--- config.mk ---
export PLATFORM = sky130hd
export DESIGN_NAME = assembler_line_tokenizer
export DESIGN_NICKNAME = d
export VERILOG_FILES = /design/src/design/alt_pkg.sv /design/src/design/alt_front.sv /design/src/design/alt_back.sv /design/src/design/alt_resq.sv /design/src/design/assembler_line_tokenizer.sv
export SDC_FILE = /design/constraint.sdc
export NUM_CORES = 1
export LEC_CHECK = 0
export ABC_AREA = 1
export BUFFER_PORTS_ARGS = -buffer_cell sky130_fd_sc_hd__buf_4
export CAP_MARGIN = 40
export CORE_ASPECT_RATIO = 1.5
export CORE_MARGIN = 5
export CORE_UTILIZATION = 25
export CTS_BUF_LIST = sky130_fd_sc_hd__clkbuf_16
export CTS_CLUSTER_DIAMETER = 30
export CTS_CLUSTER_SIZE = 10
export DETAILED_ROUTE_END_ITERATION = 8
export GPL_ROUTABILITY_DRIVEN = 0
export RECOVER_POWER = 25
export SYNTH_ARGS = -nofsm -noshare
export SYNTH_HDL_FRONTEND = slang
export SYNTH_SLANG_ARGS = --single-unit
--- constraint.sdc ---
create_clock -name clk_i -period 7.3 [get_ports clk_i]
set_input_delay 0.365 -clock clk_i [delete_from_list [all_inputs] [get_ports clk_i]]
set_output_delay 0.365 -clock clk_i [all_outputs]
set_load 0.02 [all_outputs]
--- src/design/alt_pkg.sv ---
// Shared types, constants and token kind codes for the assembler line tokenizer.
// Used by all design files, the port checker and the testbench; no dependencies.
`default_nettype none

package alt_pkg;

  // Line geometry: columns and lengths saturate at LINE_MAX-1
  localparam int unsigned LINE_MAX = 4096;
  localparam int unsigned COL_W    = 12;
  localparam logic [COL_W-1:0] COL_MAX = COL_W'(LINE_MAX - 1);

  // Queue depths (powers of two)
  localparam int unsigned FE_DEPTH = 4;
  localparam int unsigned FE_AW    = $clog2(FE_DEPTH);
  localparam int unsigned RQ_DEPTH = 4;
  localparam int unsigned RQ_AW    = $clog2(RQ_DEPTH);

  // Token kinds
  localparam logic [3:0] KIND_OP     = 4'd0;
  localparam logic [3:0] KIND_SQUOTE = 4'd1;
  localparam logic [3:0] KIND_DQUOTE = 4'd2;
  localparam logic [3:0] KIND_DOLLAR = 4'd3;
  localparam logic [3:0] KIND_AMP    = 4'd4;
  localparam logic [3:0] KIND_BIN    = 4'd5;
  localparam logic [3:0] KIND_NAME   = 4'd6;
  localparam logic [3:0] KIND_STRAY  = 4'd7;
  localparam logic [3:0] KIND_EOL    = 4'd8;

  // Character classes of one byte
  typedef struct packed {
    logic zero;
    logic space;
    logic semi;
    logic op;
    logic squote;
    logic dquote;
    logic dollar;
    logic amp;
    logic pct;
    logic name;
    logic hex;
    logic bin;
  } byte_info_t;

  // Classified byte handed from front to back
  typedef struct packed {
    byte_info_t       info;
    logic [COL_W-1:0] col;
  } fe_item_t;

  // Front-to-back channel
  typedef struct packed {
    logic     valid;
    fe_item_t item;
  } fe_chan_t;

  typedef struct packed {
    logic [3:0]       kind;
    logic [COL_W-1:0] start;
    logic [COL_W-1:0] len;
  } token_t;

  // All results caused by one byte: one or two tokens
  typedef struct packed {
    logic   two;
    token_t r0;
    token_t r1;
  } res_entry_t;

endpackage

`default_nettype wire

--- src/design/alt_front.sv ---
// Front end: accepts bytes, tracks the column and classifies each byte.
// Holds classified bytes in a short queue for alt_back. Depends on alt_pkg.
`default_nettype none

module alt_front import alt_pkg::*; (
  input  wire logic       clk_i,
  input  wire logic       rst_ni,
  input  wire logic [7:0] character_i,
  input  wire logic       push_i,
  output logic            full_o,
  output fe_chan_t        fe_o,
  input  wire logic       fe_pop_i
);

  fe_item_t         fe_mem_q [FE_DEPTH];
  logic [FE_AW-1:0] wr_q, rd_q;
  logic [FE_AW:0]   cnt_q;
  logic [COL_W-1:0] col_q;
  logic             acc;
  byte_info_t       info;
  logic             is_ident;

  assign full_o = (cnt_q == (FE_AW+1)'(FE_DEPTH));
  assign acc    = push_i & ~full_o;

  always_comb begin
    is_ident = ((character_i >= 8'h30) && (character_i <= 8'h39)) ||
               ((character_i >= 8'h41) && (character_i <= 8'h5A)) ||
               ((character_i >= 8'h61) && (character_i <= 8'h7A)) ||
               (character_i == 8'h5F);
    info        = '0;
    info.zero   = (character_i == 8'h00);
    info.space  = (character_i >= 8'h01) && (character_i <= 8'h20);
    info.semi   = (character_i == 8'h3B);
    info.squote = (character_i == 8'h27);
    info.dquote = (character_i == 8'h22);
    info.dollar = (character_i == 8'h24);
    info.amp    = (character_i == 8'h26);
    info.pct    = (character_i == 8'h25);
    info.name   = is_ident || (character_i == 8'h2E);
    info.hex    = ((character_i >= 8'h30) && (character_i <= 8'h39)) ||
                  ((character_i >= 8'h41) && (character_i <= 8'h46)) ||
                  ((character_i >= 8'h61) && (character_i <= 8'h66));
    info.bin    = (character_i == 8'h30) || (character_i == 8'h31);
    // ! ~ + - * / \ ( ) , = { } < >
    unique case (character_i) inside
      8'h21, 8'h7E, 8'h2B, 8'h2D, 8'h2A, 8'h2F, 8'h5C, 8'h28, 8'h29,
      8'h2C, 8'h3D, 8'h7B, 8'h7D, 8'h3C, 8'h3E: info.op = 1'b1;
      default: info.op = 1'b0;
    endcase
  end

  always_ff @(posedge clk_i) begin
    if (acc) begin
      fe_mem_q[wr_q] <= '{info: info, col: col_q};
    end
  end

  always_ff @(posedge clk_i or negedge rst_ni) begin
    if (!rst_ni) begin
      wr_q  <= '0;
      rd_q  <= '0;
      cnt_q <= '0;
      col_q <= '0;
    end else begin
      if (acc) begin
        wr_q <= wr_q + 1'b1;
        // restart at column 0 after the line end, hold at the cap
        if (info.zero) begin
          col_q <= '0;
        end else if (col_q != COL_MAX) begin
          col_q <= col_q + 1'b1;
        end
      end
      if (fe_pop_i) begin
        rd_q <= rd_q + 1'b1;
      end
      case ({acc, fe_pop_i})
        2'b10:   cnt_q <= cnt_q + 1'b1;
        2'b01:   cnt_q <= cnt_q - 1'b1;
        default: cnt_q <= cnt_q;
      endcase
    end
  end

  assign fe_o.valid = (cnt_q != '0);
  assign fe_o.item  = fe_mem_q[rd_q];

endmodule

`default_nettype wire

--- src/design/alt_back.sv ---
// Back end: scanner state machine, one classified byte per cycle unless the result queue is full.
// Emits an entry of one or two tokens per byte that closes tokens. Depends on alt_pkg.
`default_nettype none

module alt_back import alt_pkg::*; (
  input  wire logic     clk_i,
  input  wire logic     rst_ni,
  input  wire fe_chan_t fe_i,
  output logic          fe_pop_o,
  output logic          res_push_o,
  output res_entry_t    res_o,
  input  wire logic     res_full_i
);

  localparam logic [3:0] M_IDLE    = 4'd0;
  localparam logic [3:0] M_COMMENT = 4'd1;
  localparam logic [3:0] M_QOPEN   = 4'd2;
  localparam logic [3:0] M_QTWO    = 4'd3;
  localparam logic [3:0] M_STRING  = 4'd4;
  localparam logic [3:0] M_DOLLAR  = 4'd5;
  localparam logic [3:0] M_DHEX    = 4'd6;
  localparam logic [3:0] M_AHEX    = 4'd7;
  localparam logic [3:0] M_BIN     = 4'd8;
  localparam logic [3:0] M_NAME    = 4'd9;

  logic [3:0]       mode_q, mode_d;
  logic             qd_q, qd_d;
  logic [COL_W-1:0] start_q, start_d;

  byte_info_t       b;
  logic [COL_W-1:0] col, st, len_ex, len_in;
  logic [COL_W:0]   len_wide;
  logic             step, again, do_str, qhit, cont, e0_v, e1_v;
  logic [3:0]       str_kind, run_kind;
  token_t           e0, e1;

  assign step     = fe_i.valid & ~res_full_i;
  assign fe_pop_o = step;

  always_comb begin
    b        = fe_i.item.info;
    col      = fe_i.item.col;
    st       = (start_q > col) ? col : start_q;
    len_ex   = col - st;
    len_wide = {1'b0, col} + (COL_W+1)'(1) - {1'b0, st};
    len_in   = (len_wide > {1'b0, COL_MAX}) ? COL_MAX : len_wide[COL_W-1:0];
    qhit     = qd_q ? b.dquote : b.squote;
    str_kind = qd_q ? KIND_DQUOTE : KIND_SQUOTE;

    mode_d   = mode_q;
    qd_d     = qd_q;
    start_d  = st;
    again    = 1'b0;
    do_str   = 1'b0;
    cont     = 1'b0;
    run_kind = KIND_NAME;
    e0_v     = 1'b0;
    e0       = '{kind: KIND_OP, start: st, len: len_ex};
    e1_v     = 1'b0;
    e1       = '{kind: KIND_OP, start: col, len: COL_W'(1)};

    unique case (mode_q)
      M_COMMENT: again = b.zero;
      M_QOPEN: begin
        if (b.squote) begin
          mode_d = M_QTWO;
        end else begin
          mode_d = M_STRING;
          do_str = 1'b1;
        end
      end
      M_STRING: do_str = 1'b1;
      M_QTWO: begin
        e0_v    = 1'b1;
        e0.kind = KIND_SQUOTE;
        if (b.squote) begin
          e0.len = len_in;
          mode_d = M_IDLE;
        end else begin
          again = 1'b1;
        end
      end
      M_DOLLAR: begin
        if (b.dollar) begin
          e0_v    = 1'b1;
          e0.kind = KIND_DOLLAR;
          e0.len  = len_in;
          mode_d  = M_IDLE;
        end else if (b.hex) begin
          mode_d = M_DHEX;
        end else begin
          e0_v    = 1'b1;
          e0.kind = KIND_DOLLAR;
          again   = 1'b1;
        end
      end
      M_DHEX, M_AHEX, M_BIN, M_NAME: begin
        case (mode_q)
          M_DHEX:  begin run_kind = KIND_DOLLAR; cont = b.hex;  end
          M_AHEX:  begin run_kind = KIND_AMP;    cont = b.hex;  end
          M_BIN:   begin run_kind = KIND_BIN;    cont = b.bin;  end
          default: begin run_kind = KIND_NAME;   cont = b.name; end
        endcase
        if (!cont) begin
          e0_v    = 1'b1;
          e0.kind = run_kind;
          again   = 1'b1;
        end
      end
      default: again = 1'b1;
    endcase

    // inside a string: close on the matching quote, or run out at line end
    if (do_str) begin
      if (qhit) begin
        e0_v    = 1'b1;
        e0.kind = str_kind;
        e0.len  = len_in;
        mode_d  = M_IDLE;
      end else if (b.zero) begin
        e0_v    = 1'b1;
        e0.kind = str_kind;
        mode_d  = M_IDLE;
        again   = 1'b1;
      end
    end

    // handle the byte as a fresh start
    if (again) begin
      mode_d = M_IDLE;
      if (b.zero) begin
        e1_v = 1'b1;
        e1   = '{kind: KIND_EOL, start: col, len: '0};
        qd_d = 1'b0;
      end else if (!b.space) begin
        start_d = col;
        if (b.semi) begin
          mode_d = M_COMMENT;
        end else if (b.op) begin
          e1_v = 1'b1;
        end else if (b.squote) begin
          qd_d   = 1'b0;
          mode_d = M_QOPEN;
        end else if (b.dquote) begin
          qd_d   = 1'b1;
          mode_d = M_STRING;
        end else if (b.dollar) begin
          mode_d = M_DOLLAR;
        end else if (b.amp) begin
          mode_d = M_AHEX;
        end else if (b.pct) begin
          mode_d = M_BIN;
        end else if (b.name) begin
          mode_d = M_NAME;
        end else begin
          e1_v    = 1'b1;
          e1.kind = KIND_STRAY;
        end
      end
    end

    res_o.two = e0_v & e1_v;
    res_o.r0  = e0_v ? e0 : e1;
    res_o.r1  = e1;
  end

  assign res_push_o = step & (e0_v | e1_v);

  always_ff @(posedge clk_i or negedge rst_ni) begin
    if (!rst_ni) begin
      mode_q  <= M_IDLE;
      qd_q    <= 1'b0;
      start_q <= '0;
    end else if (step) begin
      mode_q  <= mode_d;
      qd_q    <= qd_d;
      start_q <= start_d;
    end
  end

endmodule

`default_nettype wire

--- src/design/alt_resq.sv ---
// Result queue: holds entries of one or two tokens and hands them out one at a time.
// Marks the final token of each entry as last. Depends on alt_pkg.
`default_nettype none

module alt_resq import alt_pkg::*; (
  input  wire logic       clk_i,
  input  wire logic       rst_ni,
  input  wire logic       push_i,
  input  wire res_entry_t entry_i,
  output logic            full_o,
  output logic            empty_o,
  input  wire logic       pop_i,
  output token_t          tok_o,
  output logic            last_o
);

  res_entry_t       mem_q [RQ_DEPTH];
  logic [RQ_AW-1:0] wr_q, rd_q;
  logic [RQ_AW:0]   cnt_q;
  logic             sub_q;
  logic             pop_ok, retire;
  res_entry_t       head;

  assign head    = mem_q[rd_q];
  assign full_o  = (cnt_q == (RQ_AW+1)'(RQ_DEPTH));
  assign empty_o = (cnt_q == '0);
  assign tok_o   = sub_q ? head.r1 : head.r0;
  assign last_o  = sub_q | ~head.two;
  assign pop_ok  = pop_i & ~empty_o;
  assign retire  = pop_ok & last_o;

  always_ff @(posedge clk_i) begin
    if (push_i) begin
      mem_q[wr_q] <= entry_i;
    end
  end

  always_ff @(posedge clk_i or negedge rst_ni) begin
    if (!rst_ni) begin
      wr_q  <= '0;
      rd_q  <= '0;
      cnt_q <= '0;
      sub_q <= 1'b0;
    end else begin
      if (push_i) begin
        wr_q <= wr_q + 1'b1;
      end
      if (pop_ok) begin
        sub_q <= ~last_o;
      end
      if (retire) begin
        rd_q <= rd_q + 1'b1;
      end
      case ({push_i, retire})
        2'b10:   cnt_q <= cnt_q + 1'b1;
        2'b01:   cnt_q <= cnt_q - 1'b1;
        default: cnt_q <= cnt_q;
      endcase
    end
  end

endmodule

`default_nettype wire

--- src/design/assembler_line_tokenizer.sv ---
// Assembler line tokenizer: bytes in, tokens (kind, start, length) out.
// A result passes the front queue, then the scanner into the result queue, before it
// shows on the token ports, where it waits until it is taken.
// Throughput: one byte per cycle unless full_o or a full result queue stalls the input;
// a byte that closes two tokens needs two result transfers on the output side.
// Reset (rst_ni low, asynchronous): queues empty, scanner idle, column 0.
`default_nettype none

module assembler_line_tokenizer import alt_pkg::*; (
  input  wire logic       clk_i,
  input  wire logic       rst_ni,
  // byte side
  input  wire logic [7:0] character_i,
  input  wire logic       push_i,
  output logic            full_o,
  // token side
  output logic            empty_o,
  input  wire logic       pop_i,
  output logic [3:0]      token_kind_o,
  output logic [11:0]     token_start_o,
  output logic [11:0]     token_length_o,
  output logic            last_o
);

  fe_chan_t   fe;
  logic       fe_pop;
  logic       res_push, res_full;
  res_entry_t res_entry;
  token_t     tok;

  // Front: classify each transferred byte, stamp its column, queue it
  alt_front u_front (
    .clk_i      (clk_i),
    .rst_ni     (rst_ni),
    .character_i(character_i),
    .push_i     (push_i),
    .full_o     (full_o),
    .fe_o       (fe),
    .fe_pop_i   (fe_pop)
  );

  // Back: advance the scanner one byte per cycle; stall only when the result
  // queue has no room for another entry
  alt_back u_back (
    .clk_i     (clk_i),
    .rst_ni    (rst_ni),
    .fe_i      (fe),
    .fe_pop_o  (fe_pop),
    .res_push_o(res_push),
    .res_o     (res_entry),
    .res_full_i(res_full)
  );

  // Output queue: drain entries token by token, flag the last one per byte
  alt_resq u_resq (
    .clk_i  (clk_i),
    .rst_ni (rst_ni),
    .push_i (res_push),
    .entry_i(res_entry),
    .full_o (res_full),
    .empty_o(empty_o),
    .pop_i  (pop_i),
    .tok_o  (tok),
    .last_o (last_o)
  );

  assign token_kind_o   = tok.kind;
  assign token_start_o  = tok.start;
  assign token_length_o = tok.len;

endmodule

`default_nettype wire

==> results, run 1 <==
- The flow ran to the end, but the final reports show violations.
- The final reports fail on capacitance limit, slew limit.
- The number of vias after detailed routing is 11600.
- The clock root buffer is clkbuf_16.
- The cell count after synthesis came out at 1614.
- In this design, the critical path's most frequently occurring cell is nand2_1.
- Sequential cells were found to cover 58.8% of the synthesized design area.
- The repair_antennas step left the layout with diodes totalling 0.
- The final global-route overflow total is 0.
- The post-route netlist has 9.82% of its cells at a drive strength greater than 1.
- After clock tree synthesis, the clock-pin slew on the worst setup and hold paths is 0.05 ns.
- The remaining routing DRC violations is 0.
- In the layout the commonest cells are 294 x nand2_1, 272 x edfxtp_1, 221 x nor2_1.
- After the last flow step, the layout net total stands at 1711.
- Setup repair after global routing left no endpoint under its margin.
- For the worst setup path, the data required time is 7.63 ns.
- The clock skew after layout is 0.0207 ns.
- The largest fanout on the critical path is 40.
- During I/O placement, the number of pins put on the boundary was 43.
- The actual transition at the worst max-transition pin is 2.82 ns.
- The die covers 0.0683 mm2.
- The post-route clock period utilization is 80.9%.
- The synthesized design contains 272 enable-type register cells.
- The synthesized net count is 1672.
- The wire length per cell is 16.1 um.
- The signal arrival time at the worst endpoint is 6.24 ns.
- The shortest period the worst path allows is 5.91 ns.
- The first global-routing pass estimated 63.0 mm of wire.
- In this run, synthesis produced a sequential element count of 316.
- The die span in y is 318 um.
- The floorplan has 112 rows.
- The worst hold path startpoint is pop_i.
- The type of the worst setup path is flop to flop.
- STA classifies the critical path endpoint as a flop.
- The H-tree was split into 2 levels.
- The number of pins exceeding their max-slew limit in the final report was 45.
- The post-cts resize count is 0.
- The remaining antenna violation count after routing is 0.
- TritonCTS built the clock tree.
- Setup violations remaining at the end of the flow were counted as 0.
- The number of antenna violations at the first check in global routing came to 0.
- The first detailed-routing pass took 8 iterations.
- The detail-routed via count per cell is 4.70.
- The highest cell delay on the worst timing path is 0.85 ns.
- The clock buffer count from CTS is 43.
- Entering global routing, the biggest net connects 90 pins.
- For the worst flop-to-flop path, the logic depth is 26.
- The flip-flop cell with the highest count after synthesis is edfxtp_1.
- The timing startpoint of the critical path is u_front.rd_q[1].
- The tree built by TritonCTS fans out to 316 sinks.
- The element type at the critical path start is a flop.
- The worst hold path was traced through 3 stages.
- The via count of the first global-routing pass is 11700.
- The path category of the worst min-delay check is primary input to flop.
- The proportion of register bits with asynchronous set or reset after synthesis is 13.9%.
- The detailed router finished its first iteration with 769 violations.
- For this run, the top clock speed supported by timing is 169 MHz.
- For this design, the slowest cell found on the critical path is a32oi_1.
- The global routing usage summed across all routing layers is 11.3%.
- The final number of hold-violating endpoints was 0.
- Synthesis instantiated 58 different standard cells from the library.
- The cell area after technology mapping is 0.0158 mm2.
- The post-detailed-placement half-perimeter wirelength is 27.4 mm.
- The worst-skew pair later-pin latency is 0.54 ns.
- The number of setup buffers added after CTS is 0.
- Buffers placed on the I/O ports in this run total 42.
- The buffer depth of the longest clock path is 3.
- Once the floorplan was initialized, standard cells occupied 25.3% of the core.
- The max-capacitance violation count is 1.
- In this run the horizontal extent of the chip is 215 um.
- The headroom to the max-slew limit is -88.3%.
- The area growth from synthesis to layout is 15.7%.
- The per-instance average area after synthesis is 9.77 um2.
- The area of the core region is 0.0624 mm2.
- The sum of routed wire length over all layers is 39.9 mm.
- Setup total negative slack on the finished layout was measured at 0 ns.
- In this run the critical register-to-register path is launched from u_front.rd_q[1].
- Buffers inserted to repair hold after CTS numbered 1.
- The most common cell after layout, fill and taps aside is nand2_1.
- Yosys printed 0 warnings.
==> area by class of cell <==
type	instances	area (um2)
Clock buffer	43	1080
Clock inverter	30	249
Fill cell	6364	44100
Inverter	171	642
Multi-Input combinational cell	1060	5510
Sequential cell	316	9270
Tap cell	798	998
Timing Repair Buffer	61	502
==> kinds of logic (layout without fill, tap and decap cells) <==
kind of cell	count (synthesis)	in the layout	share of synthesized area (%)
AO/OA/AOI/OAI	339	339	12.6
buffers and inverters	238	305	6.35
XOR/XNOR	15	15	0.833
AND/OR/NAND/NOR	660	660	17.5
flip-flops	316	316	58.8
adder cells (fa/ha/maj)	46	46	3.89
==> state kept, by name (all words and copies together), names as in the netlist <==
name,cells
u_front.cnt_q,3
u_back.mode_q,4
u_resq.mem_q,176
u_resq.cnt_q,3
u_resq.rd_q,2
u_resq.wr_q,2
u_resq.sub_q,1
u_back.qd_q,1
u_front.fe_mem_q,96
u_front.rd_q,2
u_front.wr_q,2
u_front.col_q,12
u_back.start_q,12
==> routing by layer <==
layer  vias to the layer above  part of all wire, %  global-route usage (%)
met2                       310                   54                    21.9
li1                       5629                    -                       -
met5                         -                    0                       0
met4                         0                  4.7                    5.41
met1                      5602                   37                    11.8
met3                       108                  4.1                    1.66
==> worst max-delay path: cells and delay by family, from the launching register on <==
family / cells / cell delay [ns]
adder cells (fa/ha/maj): 3 / 0.90
flip-flops: 1 / 0.50
AO/OA/AOI/OAI: 4 / 1.89
AND/OR/NAND/NOR: 15 / 1.60
buffers and inverters: 4 / 0.81
==> path summary, 6_finish.rpt <==
kind,to,slack (ns)
setup / recovery,u_resq.mem_q[2][36],1.39
hold / removal,u_resq.sub_q,0.19
setup reg to reg,u_resq.mem_q[2][36],1.39
hold reg to reg,u_resq.cnt_q[0],0.48
max in group asynchronous,u_resq.rd_q[0],4.18
min in group asynchronous,u_front.wr_q[0],1.33
==> stage by stage <==
step                cells  util (%)  instance area [um2]  hold slack, ns  setup slack [ns]
CTS                  2479      29.4                18300           0.186              1.42
finish               2479      29.3                18200           0.188              1.39
global route         2479      29.3                18200           0.225             0.770
global placement     2402      27.1                16900           0.449              1.59
detailed placement   2405      27.2                17000           0.456              1.43
floorplan            1614         -                15800          0.0694              2.06
==> cells in the mapped netlist, types with 10 or more instances <==
cell      count  area, um2
dfrtp_1      44       1100
inv_2        11       41.3
buf_6        10        113
edfxtp_1    272       8170
nand3_1      65        325
nor3_1       22        110
nand4_1      10       62.6
inv_1       159        597
nand2_2      13       81.3
o22ai_1      16        100
ha_1         41        513
nor2_1      230        863
clkbuf_1     38        143
buf_2        11       55.1
o21ai_0     162        811
a21oi_1      82        410
a31oi_1      27        169
nand2_1     294       1100
Power of run 1 is not shown: default switching activity piles up to over one toggle a cycle in this logic, so the estimate is an artifact.
==> run 2, diff against run 1 <==
Settings changed: ABC_AREA 1 to 0.
Clock period 7.3 ns to 5.72 ns, I/O delays scaled along.
==> results, run 2 <==
- The run finished, with violations left.
- The final reports fail on capacitance limit, slew limit.
- The number of antenna violations at the first check in global routing was 0.
- The area of the core region is 0.0601 mm2.
- In the synthesized netlist the async set-or-reset flop fraction comes to 13.9%.
- The count of nets left with antenna violations once routing finished came out at 0.
- The largest net degree at the start of global routing is 46.
- The floorplan step defined a die boundary enclosing 0.0660 mm2.
- The routed design uses 18.5 mm of met2 wire.
- During placement, the flow inserted port buffers numbering 42.
- The die span in y is 312 um.
- The combinational family with the most area after synthesis is multiplexers.
- The flip-flop cell with the highest count after synthesis is edfxtp_1.
- The largest fanout on the critical path is 13.
- Setup violations remaining at the end of the flow were counted as 0.
- The synthesized net count is 1152.
- Routed signal wires occupy layers up through met4.
- Dividing the synthesized area by the synthesized cell count gives 13.9 um2.
- The standard-cell row count is 110.
- Summing the areas of all xor and xnor instances in the mapped netlist gives 2.76% of the synthesized area.
- The final standard cell area without fillers is 0.0180 mm2.
- The cell area after technology mapping is 0.0152 mm2.
- The worst-skew pair later-pin latency is 0.55 ns.
- The clock edge transition at the registers on the reported setup and hold paths is 0.05 ns.
- In the final layout, the registers with the most flip-flops are u_resq.mem_q: 176 flops, u_front.fe_mem_q: 96 flops.
- Static timing analysis puts the maximum clock frequency at 186 MHz.
- The sum of routed wire length over all layers is 34.0 mm.
- The growth of design area from synthesis to finish is 18.2%.
- By area the synthesized netlist is led by edfxtp_1 54%, mux4_2 9.9%, dfrtp_1 7.2%, ha_1 3.4%, nand2_1 2.8%.
- Summing all placed instances gives a cell area of 0.0167 mm2.
- The H-tree was split into 2 levels.
- Of the total synthesized cell area, the portion taken by AND, OR, NAND and NOR gates is 10.3%.
- The headroom to the max-slew limit is -77.5%.
- The most critical setup path has its startpoint at u_front.rd_q[0].
- Detailed placement finished with a half-perimeter wire length of 23.9 mm.
- In the final routed layout, each cell accounts on average for 17.1 um.
- The number of warnings printed during yosys synthesis is 0.
- The number of vias after detailed routing is 9236.
- In this run the clock root is driven by a clkbuf_16.
- After detailed routing, the number of remaining DRC violations is 0.
- In this run, the number of DRC markers left after iteration 0 of detailed routing was 481.
- Leaving out fill and tap cells, the most frequent cell in the layout is edfxtp_1.
- The starting density of the core is 25.3%.
- The register with the most flip-flops in the layout has 176 of them.
- In this run the count of I/O pins placed on the die edge is 43.
- The most common cell in the synthesized netlist is edfxtp_1.
- The clock skew after layout is 0.0189 ns.
- The detail-routed via count per cell is 4.64.
- After Yosys synthesis, full adders, half adders and majority gates account for 4.09% of the synthesized area.
- The mux share of post-synthesis cell area is 11.5%.
- The area share of the leading cell type in the synthesized netlist is 53.6%.
- The register with the most flip-flops is u_resq.mem_q.
- The number of pins exceeding their max-slew limit in the final report was 45.
- The via count of the first global-routing pass is 9593.
- The count of cell types in the netlist is 87.
- Counting every instance in the synthesized netlist gives 1094.
- The cell accounting for the most synthesized area is edfxtp_1.
- After synthesis, the most frequently instantiated cells are 272 x edfxtp_1, 112 x nand2_1, 69 x nor2_1.
- Global routing finished with a remaining overflow of 0.
- The first detailed-routing pass took 5 iterations.
- Global routing used 10.1% of the available tracks.
- The type of the worst setup path is flop to flop.
- The die extent in x is 212 um.
- The count of inserted antenna diode cells is 0.
- The post-route clock period utilization is 93.9%.
- Yosys mapped a number of flops with a built-in enable equal to 272.
- The worst slack at placement is 0.315 ns.
- The final number of hold-violating endpoints is 0.
- The shortest period the worst path allows is 5.37 ns.
- In this run, CTS created clock tree buffers numbering 42.
- The tightest hold path in the finished design has a slack of 0.0746 ns.
- In this run the deepest clock path goes through 3 buffers.
- TritonCTS built the clock tree.
- The signal arrival time at the worst endpoint is 5.67 ns.
- The element type at the critical path start is a flop.
- The area fraction in compound gates after synthesis is 7.74%.
- The actual transition at the worst max-transition pin is 2.66 ns.
- The share of the yosys chip area belonging to registers is 60.9%.
- Counting flops and latches in the post-synthesis netlist gives 316.
- The required arrival time at the worst endpoint is 6.02 ns.
- The startpoint identified for the worst hold timing path is pop_i.
- The worst register-to-register path begins at u_front.rd_q[0].
- At the end of the flow, the number of nets in the layout was 1236.
- The max-capacitance violation count is 1.
- After clock tree synthesis, the setup repair step added 0 buffers.
- Setup slack on the critical path of the routed design comes to 0.351 ns.
- The met1 wire length is 12.9 mm.
- The ratio of cells with drive above 1 in the final layout is 21.7%.
- The first global-routing pass estimated 53.5 mm of wire.
- The total clock sinks is 316.
- Cells fill 29.9% of the core in the end.
- Leaving out fill and tap cells, the most frequent cells in the layout are 272 x edfxtp_1, 112 x nand2_1, 81 x buf_4.
- The worst setup path is captured at a flop.
- The path category of the worst min-delay check is primary input to flop.
- The met3 wire length is 1.22 mm.
[run 2: final timing paths]
kind	to	slack, ns	cells after the start
worst max-delay path	u_resq.mem_q[1][35]	0.35	21
worst min-delay path	u_resq.sub_q	0.07	4
worst max register to register	u_resq.mem_q[1][35]	0.35	21
worst min register to register	u_front.cnt_q[2]	0.50	1
max in group asynchronous	u_resq.rd_q[1]	2.90	2
min in group asynchronous	u_resq.cnt_q[2]	1.12	2
[run 2: logic make-up (layout without fill, tap and decap cells)]
group | after synthesis | count (layout)
AOI/OAI and AO/OA | 175 | 175
DFF | 316 | 316
xor gates and xnor gates | 45 | 45
buffers and inverters | 102 | 214
and+or+nand+nor | 320 | 320
adders and majority gates | 47 | 47
muxes | 89 | 89
[run 2: area by class of cell]
cell class                 count  area (um2)
multi-input combinational    676        5570
clock inverter                30         239
sequential                   316        9270
inverter                      48         180
timing repair buffer          94         703
tap                          784         981
fill                        5966       42100
clock buffer                  42        1050
[run 2: per-layer routing]
metal | vias up | track usage, %
li1 | 4305 | -
met1 | 4656 | 11.0
met2 | 201 | 19.1
met3 | 74 | 1.28
met4 | 0 | 4.72
met5 | - | 0
[run 2: stage by stage]
step | TNS [ns] | instances
6_report | 0 | 1990
5_1_grt | -0.00322 | 1990
4_1_cts | 0 | 1990
3_5_place_dp | 0 | 1917
3_3_place_gp | 0 | 1916
2_1_floorplan | 0 | 1094
[run 2: timing repair]
action                                 in CTS  in global routing
resized for setup                           0                  4
hold buffers                                1                  0
setup endpoints to repair                   0                 16
endpoints found under the hold margin      44                  0
[run 2: worst max-delay path, stage by stage, from the launching register on]
cell       delay [ns]
dfrtp_1          0.39
buf_12           0.18
mux4_2           0.54
inv_2            0.08
ha_1             0.24
and3_1           0.18
a221o_1          0.34
o211ai_1         0.12
a31o_2           0.24
nor2_1           0.06
a21oi_1          0.21
inv_1            0.13
ha_1             0.30
inv_1            0.04
ha_1             0.21
o311ai_1         0.32
o211ai_1         0.18
buf_4            0.19
a2111oi_2        0.31
a2111o_1         0.27
nand2_4          0.15
a221oi_2         0.43
Power of run 2 is left out for the same reason.
==> run 3, diff against run 2 <==
Settings changed: CORE_ASPECT_RATIO 1.5 to 1.25, PLACE_DENSITY from default to 0.42.
==> results, run 3 (synthesis results as in run 2) <==
- The register with the most flip-flops is u_resq.mem_q.
- The number of antenna diodes in the final layout is 0.
- Timing analysis after detailed placement gives a worst setup slack of 0.00753 ns.
- TritonCTS built the clock tree.
- Across every metal layer, demand over resource in global routing totals 11.2%.
- The category of the worst setup path capture point is a flop.
- The worst path in the final design needs a cycle of 5.35 ns, including I/O delays and setup.
- The buffer depth of the longest clock path is 3.
- The largest net degree at the start of global routing is 46.
- The worst hold path startpoint is character_i[6].
- The instance count along the most critical hold path is 2.
- At the pin with the least slew margin, the transition time is 2.85 ns.
- The post-route netlist has 26.1% of its cells at a drive strength greater than 1.
- The run finished, with violations left.
- The final number of hold-violating endpoints is 0.
- The H-tree depth is 3.
- Counting tap cells, the placed design contains a total of 1906 instances.
- The die area is 0.0660 mm2.
- The library cell used most frequently in the layout, excluding fill and tap cells, is edfxtp_1.
- The post-detailed-placement half-perimeter wirelength is 25.0 mm.
- The first TritonRoute pass finished after 5 iterations.
- Along the worst path, the maximum fanout reaches 18.
- Dividing the final minimum period by the clock period gives 93.5%.
- After detailed routing, the number of remaining DRC violations is 0.
- The critical path's most frequent cell is inv_1.
- The sum of routed wire length over all layers is 36.7 mm.
- The clock skew after layout is 0.0160 ns.
- The clock edge transition at the registers on the reported setup and hold paths is 0.05 ns.
- CTS saw 316 sinks.
- The growth of design area from synthesis to finish is 25.6%.
- The standard-cell row count is 101.
- The endpoint of the worst-slack reg-to-reg timing path is u_resq.mem_q[3][37].
- The reg-to-reg setup timing slack is 0.37 ns.
- The number of vias after detailed routing is 9314.
- Once detail routing completed, the nets flagged for antenna violations numbered 0.
- The signal on the critical path passes through buf_12 -> mux4_2 -> inv_1 -> ha_1 -> and3_1 -> a221o_1 -> o211ai_1 -> a31o_2 -> buf_4 -> nor2_1 -> a21oi_1 -> inv_1 -> fa_1 -> nand2b_1 -> nand2b_1 -> nand2_1 -> inv_1 -> o21a_1 -> a2111oi_2 -> a2111o_1 -> nand2_4 -> a221oi_2.
- The maximum frequency from static timing analysis is 187 MHz.
- The path with the worst hold slack has its endpoint at u_front.fe_mem_q[0][22].
- The met3 wire length is 1.25 mm.
- The worst hold path belongs to the class primary input to flop.
- The die span in y is 286 um.
- Cells fill 31.6% of the core in the end.
- After detailed routing, the wire length on met1 is 15.7 mm.
- Across all setup checks in the final design, the least slack found is 0.371 ns.
- Pin placement for this block handled 43 I/O pins.
- The signal arrival time at the worst endpoint is 5.70 ns.
- The worst setup path is launched from a flop.
- The master of the slowest instance on the critical path is fa_1.
- The top cell types in the final layout, fill and taps aside, are 272 x edfxtp_1, 112 x nand2_1, 84 x buf_4.
- In this run, the number of DRC markers left after iteration 0 of detailed routing was 493.
- The final setup violation count is 0.
- On the worst path, the slowest cell contributes a delay of 0.53 ns.
- The die extent in x is 231 um.
- Data on the critical path is required at its endpoint by 6.07 ns.
- Buffers placed on the I/O ports in this run total 42.
- The register with the most flip-flops in the layout has 176 of them.
- The startpoint identified for the worst register-to-register timing path is u_front.rd_q[0].
- The via count of the first global-routing pass is 9959.
- The type of the worst setup path is flop to flop.
- TritonCTS created 68 clock buffers.
- The region available for standard cell placement spans 0.0605 mm2.
- The worst register-to-register path has a depth of 22.
- The highest layer touched by signal routing is met4.
- The checks that failed: capacitance limit, slew limit.
- The number of pins exceeding their max-slew limit in the final report is 45.
- The clock root buffer is clkbuf_16.
- The first global-routing pass estimated 58.0 mm of wire.
- The final layout contains 1265 nets.
- The tool flagged a number of max-cap violations equal to 1.
- In the final layout, the registers with the most flip-flops are u_resq.mem_q: 176 flops, u_front.fe_mem_q: 96 flops.
- The detail-routed via count per cell is 4.58.
- Setup repair after global routing could not meet its margin everywhere.
- The worst-skew pair later-pin latency is 0.57 ns.
- The met2 wirelength from detailed routing is 19.0 mm.
- The final instance count without filler cells is 2032.
- Summed over all layers, the global routing overflow is 0.
- The wire length per cell is 18.1 um.
- The headroom to the max-slew limit is -90.3%.
- The starting density of the core is 25.2%.
- The number of antenna violations at the first check in global routing came to 0.
## run 3: cell count changes in the layout (fill, tap and decap cells not counted), sizes merged
| cell | change |
|---|---|
| dlygate4sd3 | +1 |
| clkinvlp | +4 |
| clkinv | +24 |
| clkbuf | +27 |
| buf | +3 |
| inv | -11 |
| bufinv | +6 |
## run 3: how the worst max path moves through the flow
stage                    start                  end  cells after the start
3_5_place_dp   u_front.rd_q[0]  u_resq.mem_q[3][30]                     22
5_1_grt        u_front.rd_q[0]  u_resq.mem_q[2][37]                     20
3_3_place_gp   u_front.rd_q[0]  u_resq.mem_q[0][30]                     22
2_1_floorplan  u_front.rd_q[0]  u_resq.mem_q[0][37]                     26
4_1_cts        u_front.rd_q[0]  u_resq.mem_q[3][29]                     22
6_report       u_front.rd_q[0]  u_resq.mem_q[3][37]                     22
## run 3: layer usage
| layer | global-route usage, % | vias up |
|---|---|---|
| met5 | 0 | - |
| met3 | 2.43 | 49 |
| li1 | - | 4394 |
| met2 | 19.8 | 165 |
| met1 | 13.5 | 4706 |
| met4 | 4.00 | 0 |
## run 3: area by class of cell
type	count	area [um2]
sequential	316	9270
clock inverter	53	591
clock buffer	70	1750
inverter	48	180
timing repair buffer	97	736
multi-input combinational	676	5630
fill	5940	41400
tap	772	966
## run 3: worst max-delay path: cells and delay by family (launching register included)
| family | cells | cell delay, ns |
|---|---|---|
| AND/OR/NAND/NOR | 6 | 0.69 |
| AO/OA/AOI/OAI | 8 | 2.06 |
| adder cells (fa/ha/maj) | 2 | 0.76 |
| multiplexers | 1 | 0.51 |
| flip-flops | 1 | 0.38 |
| buffers and inverters | 5 | 0.68 |
## run 3: metrics by stage
step	setup TNS, ns	area (um2)	hold WS (ns)
5_1_grt	-0.0225	19100	0.122
3_5_place_dp	0	16700	0.371
6_report	0	19100	0.127
3_3_place_gp	0	16700	0.362
4_1_cts	0	19100	0.0668
2_1_floorplan	0	15200	-0.00959
## run 3: repair_timing
item	in CTS	in global routing
resized for setup	1	11
pin swaps	0	3
buffers inserted	0	1
hold buffers	2	0
setup endpoints to repair	4	44
hold endpoints to repair	45	0
Power of run 3 is left out for the same reason.
